<file path="config.mk">
export PLATFORM = sky130hd
export DESIGN_NAME = chunked_transfer_decoder_unit
export DESIGN_NICKNAME = d
export VERILOG_FILES = /design/src/design/ctd_pkg.sv /design/src/design/chunked_transfer_decoder_unit.sv /design/src/design/ctd_core.sv /design/src/design/ctd_out_buf.sv
export SDC_FILE = /design/constraint.sdc
export NUM_CORES = 1
export LEC_CHECK = 0
export BUFFER_PORTS_ARGS = -buffer_cell sky130_fd_sc_hd__clkbuf_2
export CORE_MARGIN = 3
export CORE_UTILIZATION = 30
export CTS_CLUSTER_DIAMETER = 50
export CTS_CLUSTER_SIZE = 30
export DETAILED_ROUTE_END_ITERATION = 10
export GPL_ROUTABILITY_DRIVEN = 0
export HOLD_SLACK_MARGIN = 0.06
export SYNTH_ARGS = -nofsm -noshare
export SYNTH_HDL_FRONTEND = slang
export SYNTH_SLANG_ARGS = --single-unit
export TNS_END_PERCENT = 30
</file>
<file path="constraint.sdc">
create_clock -name clk_i -period 7.07 [get_ports clk_i]
set_clock_uncertainty 0.2 [all_clocks]
set_input_delay 1.414 -clock clk_i [delete_from_list [all_inputs] [get_ports clk_i]]
set_output_delay 1.414 -clock clk_i [all_outputs]
set_load 0.005 [all_outputs]
</file>
<file path="src/design/ctd_pkg.sv">
// Package for the chunked transfer decoder: widths, types, character codes, helpers.
`timescale 1ns / 1ps
`default_nettype none
package ctd_pkg;

  localparam int SIZE_BITS  = 31;
  localparam int COUNT_BITS = 16;

  localparam logic [SIZE_BITS-1:0]  SIZE_LIMIT  = {SIZE_BITS{1'b1}};
  localparam logic [COUNT_BITS-1:0] COUNT_LIMIT = {COUNT_BITS{1'b1}};

  localparam logic [7:0] CHAR_TAB   = 8'h09;
  localparam logic [7:0] CHAR_LF    = 8'h0A;
  localparam logic [7:0] CHAR_CR    = 8'h0D;
  localparam logic [7:0] CHAR_SPACE = 8'h20;
  localparam logic [7:0] CHAR_PLUS  = 8'h2B;
  localparam logic [7:0] CHAR_MINUS = 8'h2D;
  localparam logic [7:0] CHAR_ZERO  = 8'h30;
  localparam logic [7:0] CHAR_X_UP  = 8'h58;
  localparam logic [7:0] CHAR_X_LOW = 8'h78;

  localparam logic [4:0] HEX_NONE = 5'd16;

  typedef enum logic [2:0] {
    PH_LINE_START,
    PH_AFTER_SIGN,
    PH_DIGITS,
    PH_SEEK_CRLF,
    PH_DATA,
    PH_TRAILER,
    PH_DONE
  } phase_e;

  typedef struct packed {
    logic [7:0]            payload_byte;
    logic                  is_payload;
    logic                  decode_done;
    logic [COUNT_BITS-1:0] decoded_length;
  } result_t;

  function automatic logic [4:0] hex_value(input logic [7:0] b);
    logic [4:0] v;
    v = HEX_NONE;
    if (b inside {[8'h30:8'h39]}) begin
      v = 5'(b - 8'h30);
    end else if (b inside {[8'h61:8'h66]}) begin
      v = 5'(b - 8'h57);
    end else if (b inside {[8'h41:8'h46]}) begin
      v = 5'(b - 8'h37);
    end
    return v;
  endfunction

endpackage
`default_nettype wire

</file>
<file path="src/design/chunked_transfer_decoder_unit.sv">
// Top level of the HTTP chunked transfer decoder.
//
// Takes one body byte per request and passes on only chunk payload bytes. Size lines are
// parsed as hexadecimal (blanks, sign and 0x prefix accepted, positive overflow saturates),
// the rest of the line is dropped through CR LF, then the chunk data is forwarded and its
// two trailer bytes are skipped. A zero or negative size, or the byte flagged end_of_body,
// ends decoding with a result carrying decode_done and the saturating payload count; after a
// zero size, bytes are dropped up to the flagged byte, then the decoder rearms. For each
// accepted byte, the parse step updates its state registers on the accepting edge and writes
// any result into a two-entry output buffer, so a new request is taken each cycle unless both
// buffer entries hold results not yet taken.
`timescale 1ns / 1ps
`default_nettype none
module chunked_transfer_decoder_unit (
  input  wire logic                            clk_i,
  input  wire logic                            rst_ni,
  input  wire logic                            in_valid_i,
  output logic                                 in_ready_o,
  input  wire logic [7:0]                      body_byte_i,
  input  wire logic                            end_of_body_i,
  output logic                                 out_valid_o,
  input  wire logic                            out_ready_i,
  output logic [7:0]                           payload_byte_o,
  output logic                                 is_payload_o,
  output logic                                 decode_done_o,
  output logic [ctd_pkg::COUNT_BITS-1:0]       decoded_length_o
);

  logic             accept;
  logic             full;
  logic             res_valid;
  ctd_pkg::result_t res;
  ctd_pkg::result_t out_data;

  assign in_ready_o = !full;
  assign accept     = in_valid_i && in_ready_o;

  ctd_core u_core (
    .clk_i         (clk_i),
    .rst_ni        (rst_ni),
    .accept_i      (accept),
    .body_byte_i   (body_byte_i),
    .end_of_body_i (end_of_body_i),
    .res_valid_o   (res_valid),
    .res_o         (res)
  );

  ctd_out_buf u_out_buf (
    .clk_i       (clk_i),
    .rst_ni      (rst_ni),
    .push_i      (res_valid),
    .push_data_i (res),
    .full_o      (full),
    .out_valid_o (out_valid_o),
    .out_ready_i (out_ready_i),
    .out_data_o  (out_data)
  );

  assign payload_byte_o   = out_data.payload_byte;
  assign is_payload_o     = out_data.is_payload;
  assign decode_done_o    = out_data.decode_done;
  assign decoded_length_o = out_data.decoded_length;

  a_stall_has_result: assert property (@(posedge clk_i) disable iff (!rst_ni)
    !in_ready_o |-> out_valid_o)
    else $error("input stalled with no result pending");

  a_payload_counted: assert property (@(posedge clk_i) disable iff (!rst_ni)
    out_valid_o && is_payload_o |-> decoded_length_o != '0)
    else $error("payload result with zero length");

  a_empty_is_done: assert property (@(posedge clk_i) disable iff (!rst_ni)
    out_valid_o && !is_payload_o |-> decode_done_o && payload_byte_o == 8'd0)
    else $error("non-payload result without done");

  a_full_after_stall: assert property (@(posedge clk_i) disable iff (!rst_ni)
    !in_ready_o && !out_ready_i |=> !in_ready_o)
    else $error("buffer drained without a pop");

endmodule
`default_nettype wire

</file>
<file path="src/design/ctd_core.sv">
// Decoder state registers and the per-byte parse step.
`timescale 1ns / 1ps
`default_nettype none
module ctd_core (
  input  wire logic              clk_i,
  input  wire logic              rst_ni,
  input  wire logic              accept_i,
  input  wire logic [7:0]        body_byte_i,
  input  wire logic              end_of_body_i,
  output logic                   res_valid_o,
  output ctd_pkg::result_t       res_o
);

  ctd_pkg::phase_e                  phase_q, phase_d;
  logic [ctd_pkg::SIZE_BITS-1:0]    accum_q, accum_d;
  logic                             neg_q, neg_d;
  logic                             sat_q, sat_d;
  logic                             lz_q, lz_d;
  logic                             cr_q, cr_d;
  logic [ctd_pkg::SIZE_BITS-1:0]    left_q, left_d;
  logic [1:0]                       trail_q, trail_d;
  logic [ctd_pkg::COUNT_BITS-1:0]   count_q, count_d;

  always_comb begin
    logic       run_sign;
    logic       run_digit;
    logic       emit;
    logic       done;
    logic [4:0] d;
    phase_d   = phase_q;
    accum_d   = accum_q;
    neg_d     = neg_q;
    sat_d     = sat_q;
    lz_d      = lz_q;
    cr_d      = cr_q;
    left_d    = left_q;
    trail_d   = trail_q;
    count_d   = count_q;
    run_sign  = 1'b0;
    run_digit = 1'b0;
    emit      = 1'b0;
    done      = 1'b0;
    d         = ctd_pkg::hex_value(body_byte_i);

    case (phase_q)
      ctd_pkg::PH_LINE_START: begin
        accum_d = '0;
        neg_d   = 1'b0;
        sat_d   = 1'b0;
        lz_d    = 1'b0;
        if (body_byte_i == ctd_pkg::CHAR_SPACE || body_byte_i == ctd_pkg::CHAR_TAB ||
            body_byte_i == ctd_pkg::CHAR_LF) begin
          phase_d = ctd_pkg::PH_LINE_START;
        end else if (body_byte_i == ctd_pkg::CHAR_MINUS) begin
          neg_d   = 1'b1;
          phase_d = ctd_pkg::PH_AFTER_SIGN;
        end else if (body_byte_i == ctd_pkg::CHAR_PLUS) begin
          phase_d = ctd_pkg::PH_AFTER_SIGN;
        end else begin
          run_sign = 1'b1;
        end
      end
      ctd_pkg::PH_AFTER_SIGN: run_sign = 1'b1;
      ctd_pkg::PH_DIGITS:     run_digit = 1'b1;
      ctd_pkg::PH_SEEK_CRLF: begin
        if (cr_q && body_byte_i == ctd_pkg::CHAR_LF) begin
          phase_d = ctd_pkg::PH_DATA;
        end else begin
          cr_d = (body_byte_i == ctd_pkg::CHAR_CR);
        end
      end
      ctd_pkg::PH_DATA: begin
        emit = 1'b1;
        if (count_q != ctd_pkg::COUNT_LIMIT) begin
          count_d = count_q + 1'b1;
        end
        if (left_q <= ctd_pkg::SIZE_BITS'(1)) begin
          left_d  = '0;
          trail_d = 2'd2;
          phase_d = ctd_pkg::PH_TRAILER;
        end else begin
          left_d = left_q - 1'b1;
        end
      end
      ctd_pkg::PH_TRAILER: begin
        if (trail_q <= 2'd1) begin
          trail_d = 2'd0;
          phase_d = ctd_pkg::PH_LINE_START;
        end else begin
          trail_d = trail_q - 1'b1;
        end
      end
      default: phase_d = ctd_pkg::PH_DONE;
    endcase

    if (run_sign) begin
      phase_d = ctd_pkg::PH_DIGITS;
      if (body_byte_i == ctd_pkg::CHAR_ZERO) begin
        lz_d = 1'b1;
      end else begin
        run_digit = 1'b1;
      end
    end

    if (run_digit) begin
      if (lz_d && (body_byte_i == ctd_pkg::CHAR_X_LOW || body_byte_i == ctd_pkg::CHAR_X_UP)) begin
        lz_d = 1'b0;
      end else begin
        lz_d = 1'b0;
        if (d == ctd_pkg::HEX_NONE) begin
          if (neg_d || (!sat_d && accum_d == '0)) begin
            phase_d = ctd_pkg::PH_DONE;
            done    = 1'b1;
          end else begin
            left_d  = sat_d ? ctd_pkg::SIZE_LIMIT : accum_d;
            cr_d    = (body_byte_i == ctd_pkg::CHAR_CR);
            phase_d = ctd_pkg::PH_SEEK_CRLF;
          end
        end else if (sat_d || accum_d[ctd_pkg::SIZE_BITS-1 -: 4] != 4'd0) begin
          sat_d = 1'b1;
        end else begin
          accum_d = {accum_d[ctd_pkg::SIZE_BITS-5:0], d[3:0]};
        end
      end
    end

    if (phase_q == ctd_pkg::PH_DONE) begin
      done = 1'b0;
    end else if (end_of_body_i) begin
      done = 1'b1;
    end

    res_valid_o             = accept_i && (emit || done);
    res_o.payload_byte      = emit ? body_byte_i : 8'd0;
    res_o.is_payload        = emit;
    res_o.decode_done       = done;
    res_o.decoded_length    = count_d;

    if (end_of_body_i) begin
      phase_d = ctd_pkg::PH_LINE_START;
      accum_d = '0;
      neg_d   = 1'b0;
      sat_d   = 1'b0;
      lz_d    = 1'b0;
      cr_d    = 1'b0;
      left_d  = '0;
      trail_d = 2'd0;
      count_d = '0;
    end
  end

  always_ff @(posedge clk_i or negedge rst_ni) begin
    if (!rst_ni) begin
      phase_q <= ctd_pkg::PH_LINE_START;
      accum_q <= '0;
      neg_q   <= 1'b0;
      sat_q   <= 1'b0;
      lz_q    <= 1'b0;
      cr_q    <= 1'b0;
      left_q  <= '0;
      trail_q <= 2'd0;
      count_q <= '0;
    end else if (accept_i) begin
      phase_q <= phase_d;
      accum_q <= accum_d;
      neg_q   <= neg_d;
      sat_q   <= sat_d;
      lz_q    <= lz_d;
      cr_q    <= cr_d;
      left_q  <= left_d;
      trail_q <= trail_d;
      count_q <= count_d;
    end
  end

endmodule
`default_nettype wire

</file>
<file path="src/design/ctd_out_buf.sv">
// Two-entry result buffer between the parse step and the output channel.
`timescale 1ns / 1ps
`default_nettype none
module ctd_out_buf (
  input  wire logic              clk_i,
  input  wire logic              rst_ni,
  input  wire logic              push_i,
  input  wire ctd_pkg::result_t  push_data_i,
  output logic                   full_o,
  output logic                   out_valid_o,
  input  wire logic              out_ready_i,
  output ctd_pkg::result_t       out_data_o
);

  ctd_pkg::result_t mem_q [2];
  logic             wr_ptr_q, wr_ptr_d;
  logic             rd_ptr_q, rd_ptr_d;
  logic [1:0]       count_q, count_d;
  logic             pop;

  assign pop         = out_valid_o && out_ready_i;
  assign out_valid_o = (count_q != 2'd0);
  assign full_o      = (count_q == 2'd2);
  assign out_data_o  = mem_q[rd_ptr_q];

  always_comb begin
    wr_ptr_d = push_i ? ~wr_ptr_q : wr_ptr_q;
    rd_ptr_d = pop ? ~rd_ptr_q : rd_ptr_q;
    count_d  = count_q;
    if (push_i && !pop) begin
      count_d = count_q + 2'd1;
    end else if (pop && !push_i) begin
      count_d = count_q - 2'd1;
    end
  end

  always_ff @(posedge clk_i) begin
    if (push_i) begin
      mem_q[wr_ptr_q] <= push_data_i;
    end
  end

  always_ff @(posedge clk_i or negedge rst_ni) begin
    if (!rst_ni) begin
      wr_ptr_q <= 1'b0;
      rd_ptr_q <= 1'b0;
      count_q  <= 2'd0;
    end else begin
      wr_ptr_q <= wr_ptr_d;
      rd_ptr_q <= rd_ptr_d;
      count_q  <= count_d;
    end
  end

endmodule
`default_nettype wire
</file>
==> results of run 1 <==
## synthesized netlist by cell type (5+ instances only)
master,count
sky130_fd_sc_hd__dfrtp_1,91
sky130_fd_sc_hd__nor2_1,86
sky130_fd_sc_hd__nand2_1,65
sky130_fd_sc_hd__edfxtp_1,52
sky130_fd_sc_hd__a21oi_1,34
sky130_fd_sc_hd__nor3_1,33
sky130_fd_sc_hd__o21ai_0,31
sky130_fd_sc_hd__clkbuf_1,28
sky130_fd_sc_hd__nand3_1,28
sky130_fd_sc_hd__a22o_1,27
sky130_fd_sc_hd__mux2_2,27
sky130_fd_sc_hd__o211ai_1,22
sky130_fd_sc_hd__nor4_1,21
sky130_fd_sc_hd__inv_1,19
sky130_fd_sc_hd__nand4_1,16
sky130_fd_sc_hd__xnor2_1,14
sky130_fd_sc_hd__buf_2,12
sky130_fd_sc_hd__a31oi_1,10
sky130_fd_sc_hd__ha_1,9
sky130_fd_sc_hd__and2_1,8
sky130_fd_sc_hd__o31ai_1,8
sky130_fd_sc_hd__and3_1,7
sky130_fd_sc_hd__mux2i_1,7
sky130_fd_sc_hd__o22ai_1,7
sky130_fd_sc_hd__or3_1,7
sky130_fd_sc_hd__or4_1,7
sky130_fd_sc_hd__xor2_1,7
sky130_fd_sc_hd__buf_4,6
sky130_fd_sc_hd__nor2b_1,6
sky130_fd_sc_hd__or2_2,5
## placed cells by master, fill, tap and decap left out, drive strengths merged, types with 5 or more instances in the layout
master   n
and2     8
or4      8
edfxtp  52
nand3   29
or3      8
a31oi   10
clkbuf  58
nand4   16
nor2b    6
xnor2   14
o22ai    7
nor4    24
and3     7
or2      5
o21ai   35
buf     14
dfrtp   91
nand2   65
ha       9
o311ai   5
clkinv   5
xor2     7
nor2    86
mux2    27
nor3    36
o211ai  22
inv     24
a22o    27
o31ai   10
mux2i    7
a21oi   34
## sequential cells by signal, summed over array words and instances (netlist names)
| register | count |
|---|---|
| u_core.accum_q | 31 |
| u_core.count_q | 16 |
| u_core.cr_q | 1 |
| u_core.left_q | 31 |
| u_core.lz_q | 1 |
| u_core.neg_q | 1 |
| u_core.phase_q | 3 |
| u_core.sat_q | 1 |
| u_core.trail_q | 2 |
| u_out_buf.count_q | 2 |
| u_out_buf.mem_q | 52 |
| u_out_buf.rd_ptr_q | 1 |
| u_out_buf.wr_ptr_q | 1 |
## metal layers
| layer | part of all wire, % | routed length (um) | GRT usage (%) |
|---|---|---|---|
| met5 | 0 | 0 | 0 |
| met1 | 47 | 9980 | 21.8 |
| met2 | 46 | 9690 | 22.5 |
| met4 | 1.4 | 290 | 4.62 |
| met3 | 5.5 | 1150 | 2.79 |
## logic make-up (layout without fill, tap and decap cells)
kind of cell               count (synthesis)  after routing  share of synthesized area, %
buffers and inverters                     70            104                          4.18
AOI/OAI and AO/OA                        196            196                          17.9
DFF                                      143            143                          48.6
and+or+nand+nor                          316            316                          20.8
adders and majority gates                  9              9                          1.43
xor gates and xnor gates                  21             21                          2.33
muxes                                     34             34                          4.74
## layout make-up
cell class / count / area, um2
well taps: 330 / 413
clock buffers: 19 / 433
fillers: 2562 / 16600
inverters: 19 / 71.3
flip-flops and latches: 143 / 3840
clock inverters: 13 / 133
repair buffers: 53 / 300
multi-input cells: 576 / 3740
## stage by stage
step                instances  area, um2  util (%)
floorplan                 789       7900         -
global placement         1121       8360      32.7
detailed placement       1121       8360      32.7
CTS                      1153       8930      34.9
global route             1153       8930      34.9
finish                   1153       8930      34.9
## worst min-delay path by stage
stage | end | slack, ns | cells after the start
CTS | u_out_buf.count_q[1]$_DFFE_PN0P_ | 0.30 | 1
floorplan | u_out_buf.wr_ptr_q$_DFFE_PN0P_ | 0.26 | 1
global route | u_out_buf.count_q[1]$_DFFE_PN0P_ | 0.32 | 1
global placement | u_out_buf.count_q[1]$_DFFE_PN0P_ | 0.28 | 1
finish | u_out_buf.wr_ptr_q$_DFFE_PN0P_ | 0.30 | 1
detailed placement | u_out_buf.count_q[1]$_DFFE_PN0P_ | 0.29 | 1
## where the power goes
group,internal (mW),switching [mW]
logic,0.523,0.839
registers,1.11,0.195
clock network,0.492,0.372
total,2.12,1.41
==> impl_metrics.yaml, run 1 <==
outcome:
  status: "complete, no violations"
yosys:
  synthDominantCellAreaShare_pct: 28.8
  ys_async_sr_fraction_pct: 63.6
  synthDistinctLibCells: 80
  number_of_synthesized_flops_with_an_enable_pin: 52
  ys.flop_type: "sky130_fd_sc_hd__dfrtp_1"
  synth_area_leader_cell: "sky130_fd_sc_hd__dfrtp_1"
  ys_seq_elements: 143
  synthesis.area_per_instance_um2: 10.0
  ys.warnings.count: 0
  syn-cell-area_um2: 7900
  synthCells: 789
  post_synth_main_area_contributors: "sky130_fd_sc_hd__dfrtp_1 29%, sky130_fd_sc_hd__edfxtp_1 20%, sky130_fd_sc_hd__nor2_1 4.1%"
  synth.yosys.seq_area_share_pct: 48.6
  synthesis.nets: 811
worst_setup_path:
  crit_path_max_delay_cell_type: "sky130_fd_sc_hd__nor2b_2"
  worst_setup_path_endpoint: "u_out_buf.mem_q[0][14]$_DFFE_PP_"
  critPathKind: "input pin to flop"
  crit_cells: 11
  path_buf_inv: 3
  crit_path_start_kind: "input pin"
  r2r_slack_ns: 3.12
  critPathLaunch: "body_byte_i[1]"
  critical_path.max_stage_delay_ns: 0.93
  timing.critical_path.required_ns: 7.00
  worst_setup_path_end_kind: "flop"
  r2r_cells: 6
  worst-endpoint-arrival_ns: 4.80
  critical_path.cell_chain: "clkbuf_2, inv_1, ha_1, or3b_2, nand4_1, o21ba_2, o21ai_0, nor2_1, a41o_1, nor2b_2, buf_4"
  critPathMaxFanout: 22
  critical-path-top-delay-family: "simple AND/OR/NAND/NOR gates"
  rr_startpoint: "u_core.phase_q[2]$_DFFE_PN0P_"
  worstReg2RegEnd: "u_out_buf.mem_q[0][14]$_DFFE_PP_"
die:
  floorplan.die.width_um: 168
  die-area_um2: 28300
  floorplan.io_pins: 41
  row_count: 58
  placeableCoreArea_um2: 25500
  floorplan.die.height_um: 168
  start_util_pct: 30.9
detailed_routing:
  starting_drc_count_in_detailed_routing: 709
  via_count: 6481
  post_drt_via_cell_ratio: 5.62
  dr.pass1.iters: 5
  ant_nets: 0
  route.detailed.drc: 0
  detail_route.wl_per_cell_um: 18.3
  final_routed_wirelength_um: 21100
clocking:
  clk_pin_slew_ns: 0.06
  cts-resized-gates: 0
  tritoncts: "done"
  post_cts_hold_buffer_count: 0
  tritoncts.num_buffers: 17
  cts_max_path_buffers: 2
  clock-sinks: 143
  root_buffer: "sky130_fd_sc_hd__clkbuf_16"
  insertion_delay_ns: 0.42
  cts_post_setup_buffers_inserted: 0
  h_tree_levels: 4
timing:
  hold_viol_final: 0
  maxSlewHeadroom_pct: 22.0
  timing.hold.ws_ns: 0.302
  layout_setup_ws_ns: 2.20
  setup_tns_ns: 0
  rsz_0062_raised_after_global_routing: "no"
  maxClockFrequency_mhz: 206
  finalSetupViolations: 0
  slew_violations: 0
  final.period_utilization_pct: 68.8
  tightest_slew_ns: 1.17
  post-route-min-period_ns: 4.87
power_and_ir_drop:
  post-layout-total-power_mw: 3.53
  vdd_ir_drop_max_mv: 0.215
  power-per-cell-area_nw_per_um2: 395
  leakagePower_nw: 3.50
hold_path:
  worst_hold_startpoint: "u_out_buf.wr_ptr_q$_DFFE_PN0P_"
  min_path_type: "flop to flop"
finish:
  num_antenna_cells: 0
  final_layout_size_suffix_gt1_share_pct: 15.9
  area_growth_syn_to_layout_pct: 13.1
  finalNetCount: 832
placement:
  dp_hpwl_um: 14300
  pre_cts_slack_ns: 1.78
  io_buffer_count: 40
grt:
  globalRouteTotalUtil_pct: 14.9
  grt_first_pass_wirelength_um: 34100
  vias_in_the_first_global_route: 6053
  grt_start_max_net_pins: 63
  grt_overflow: 0
  grt_antenna_before_repair: 0
job:
  timing.max_cap.violations: 0
No activity file was read; power rests on OpenSTA's default activity.
==> run 2, diff against run 1 <==
Clock period 7.07 ns to 4.1 ns, I/O delays scaled along.
==> run 2 against run 1 <==
Compared with the run above:
- power rose by 76%
- hold slack worse by 0.020 ns
- die area did not move
- critical endpoint is now u_core.left_q[22]$_DFFE_PN0P_
- combinational power up 78%
- setup slack lost 1.4 ns
- global-route usage rose by 0.087 points
- critical path depth decreased by 4
- via count is 0.52% lower
- sequential power rose by 72%
==> impl_metrics.yaml, run 2 (synthesis gave the netlist of run 1 again) <==
timing:
  tightest_slew_ns: 1.25
  post-route-min-period_ns: 3.29
  maxClockFrequency_mhz: 304
  maxSlewHeadroom_pct: 16.1
  final.period_utilization_pct: 80.3
  setup_tns_ns: 0
  rsz_0062_raised_after_global_routing: "no"
  hold_viol_final: 0
  slew_violations: 0
  finalSetupViolations: 0
die:
  die-area_um2: 28300
  floorplan.die.width_um: 168
  row_count: 58
  start_util_pct: 30.9
  placeableCoreArea_um2: 25500
  floorplan.die.height_um: 168
  floorplan.io_pins: 41
outcome:
  status: "complete, no violations"
power_and_ir_drop:
  vdd_ir_drop_max_mv: 0.376
  leakagePower_nw: 3.57
  power-per-cell-area_nw_per_um2: 685
finish:
  num_antenna_cells: 0
  largest_register_ffs: 52
  area_growth_syn_to_layout_pct: 14.7
  largestRegisters: "u_out_buf.mem_q: 52 flops, u_core.accum_q: 31 flops, u_core.left_q: 31 flops"
  final_common_cell: "sky130_fd_sc_hd__dfrtp_1"
  finalNetCount: 843
  layout_common_cells: "91 x sky130_fd_sc_hd__dfrtp_1, 86 x sky130_fd_sc_hd__nor2_1, 64 x sky130_fd_sc_hd__nand2_1"
  end_of_flow_core_utilization_pct: 35.5
  registers.top_by_ff_count: "u_out_buf.mem_q"
  final_layout_size_suffix_gt1_share_pct: 17.3
clocking:
  insertion_delay_ns: 0.42
  cts-resized-gates: 0
  tritoncts: "done"
  cts_post_setup_buffers_inserted: 0
  clk_pin_slew_ns: 0.07
  h_tree_levels: 4
  root_buffer: "sky130_fd_sc_hd__clkbuf_16"
  tritoncts.num_buffers: 17
  cts_max_path_buffers: 2
  clock-sinks: 143
  post_cts_hold_buffer_count: 0
detailed_routing:
  ant_nets: 0
  post_drt_via_cell_ratio: 5.54
  detail_route.wl_per_cell_um: 18.2
  final_routed_wirelength_um: 21200
  via_count: 6447
  dr.pass1.iters: 5
  starting_drc_count_in_detailed_routing: 501
  route.detailed.drc: 0
placement:
  io_buffer_count: 40
  dp_hpwl_um: 14500
grt:
  grt_start_max_net_pins: 63
  grt_overflow: 0
  grt_antenna_before_repair: 0
  vias_in_the_first_global_route: 6150
  grt_first_pass_wirelength_um: 34300
  globalRouteTotalUtil_pct: 15.0
worst_setup_path:
  worst_setup_path_end_kind: "flop"
  timing.critical_path.required_ns: 4.22
  critPathKind: "flop to flop"
  crit_path_start_kind: "flop"
  critPathMaxFanout: 16
  worst-endpoint-arrival_ns: 3.42
hold_path:
  min_path_type: "input pin to asynchronous set/reset pin"
job:
  timing.max_cap.violations: 0
[run 2: changes by cell type in the layout (fill, tap and decap cells not counted)]
cell	change
sky130_fd_sc_hd__buf_12	+3
sky130_fd_sc_hd__clkinv_8	-1
sky130_fd_sc_hd__clkinv_1	-1
sky130_fd_sc_hd__clkbuf_1	-2
sky130_fd_sc_hd__nor3_2	+1
sky130_fd_sc_hd__buf_4	+8
sky130_fd_sc_hd__nor3_4	-1
sky130_fd_sc_hd__inv_6	+1
sky130_fd_sc_hd__bufinv_16	+1
sky130_fd_sc_hd__clkinv_2	+1
[run 2: critical path: stages (launching register included)]
cell	delay, ns
sky130_fd_sc_hd__dfrtp_1	0.51
sky130_fd_sc_hd__inv_1	0.19
sky130_fd_sc_hd__nand3_1	0.25
sky130_fd_sc_hd__buf_4	0.25
sky130_fd_sc_hd__nor4_4	0.10
sky130_fd_sc_hd__nor2_1	0.95
sky130_fd_sc_hd__nand2_1	0.40
sky130_fd_sc_hd__o211ai_1	0.31
[run 2: worst paths after layout]
check                                                from  slack (ns)  depth (start not counted)                              to
min in group clk_i         u_core.accum_q[28]$_DFFE_PN0P_        0.31                          2  u_core.accum_q[28]$_DFFE_PN0P_
max                         u_core.phase_q[0]$_DFFE_PN0P_        0.81                          7   u_core.left_q[22]$_DFFE_PN0P_
min reg2reg                u_core.accum_q[28]$_DFFE_PN0P_        0.31                          2  u_core.accum_q[28]$_DFFE_PN0P_
min                                                rst_ni        0.28                          1  u_core.accum_q[19]$_DFFE_PN0P_
max reg2reg                 u_core.phase_q[0]$_DFFE_PN0P_        0.81                          7   u_core.left_q[22]$_DFFE_PN0P_
max in group asynchronous                          rst_ni        2.63                          2  u_core.count_q[10]$_DFFE_PN0P_
[run 2: report_power, final]
group	internal, mW	switching [mW]
clock network	0.905	0.649
registers	1.90	0.336
logic	0.969	1.45
total	3.78	2.43
[run 2: final cells by class]
class | instances | area, um2
flip-flops and latches | 143 | 3840
inverters | 19 | 71.3
well taps | 330 | 413
fillers | 2606 | 16500
clock buffers | 17 | 425
repair buffers | 64 | 420
multi-input cells | 576 | 3730
clock inverters | 14 | 156
[run 2: layer usage]
layer  vias to the layer above  track usage, %  part of all wire (%)
met5                         -               0                     0
met4                         0            4.34                   1.5
met3                        23            2.42                   4.6
met2                       171            23.9                    47
met1                      3202            21.2                    47
li1                       3051               -                     -
[run 2: stage by stage]
stage,setup WS [ns],total power [mW],hold WS (ns),std cells,cell area [um2]
2_1_floorplan,0.345,3.84,0.256,789,7900
3_3_place_gp,0.458,4.63,0.290,1132,8470
3_5_place_dp,0.434,4.67,0.293,1132,8470
4_1_cts,0.847,6.24,0.307,1163,9060
5_1_grt,0.507,6.60,0.331,1163,9060
6_report,0.808,6.21,0.282,1163,9060
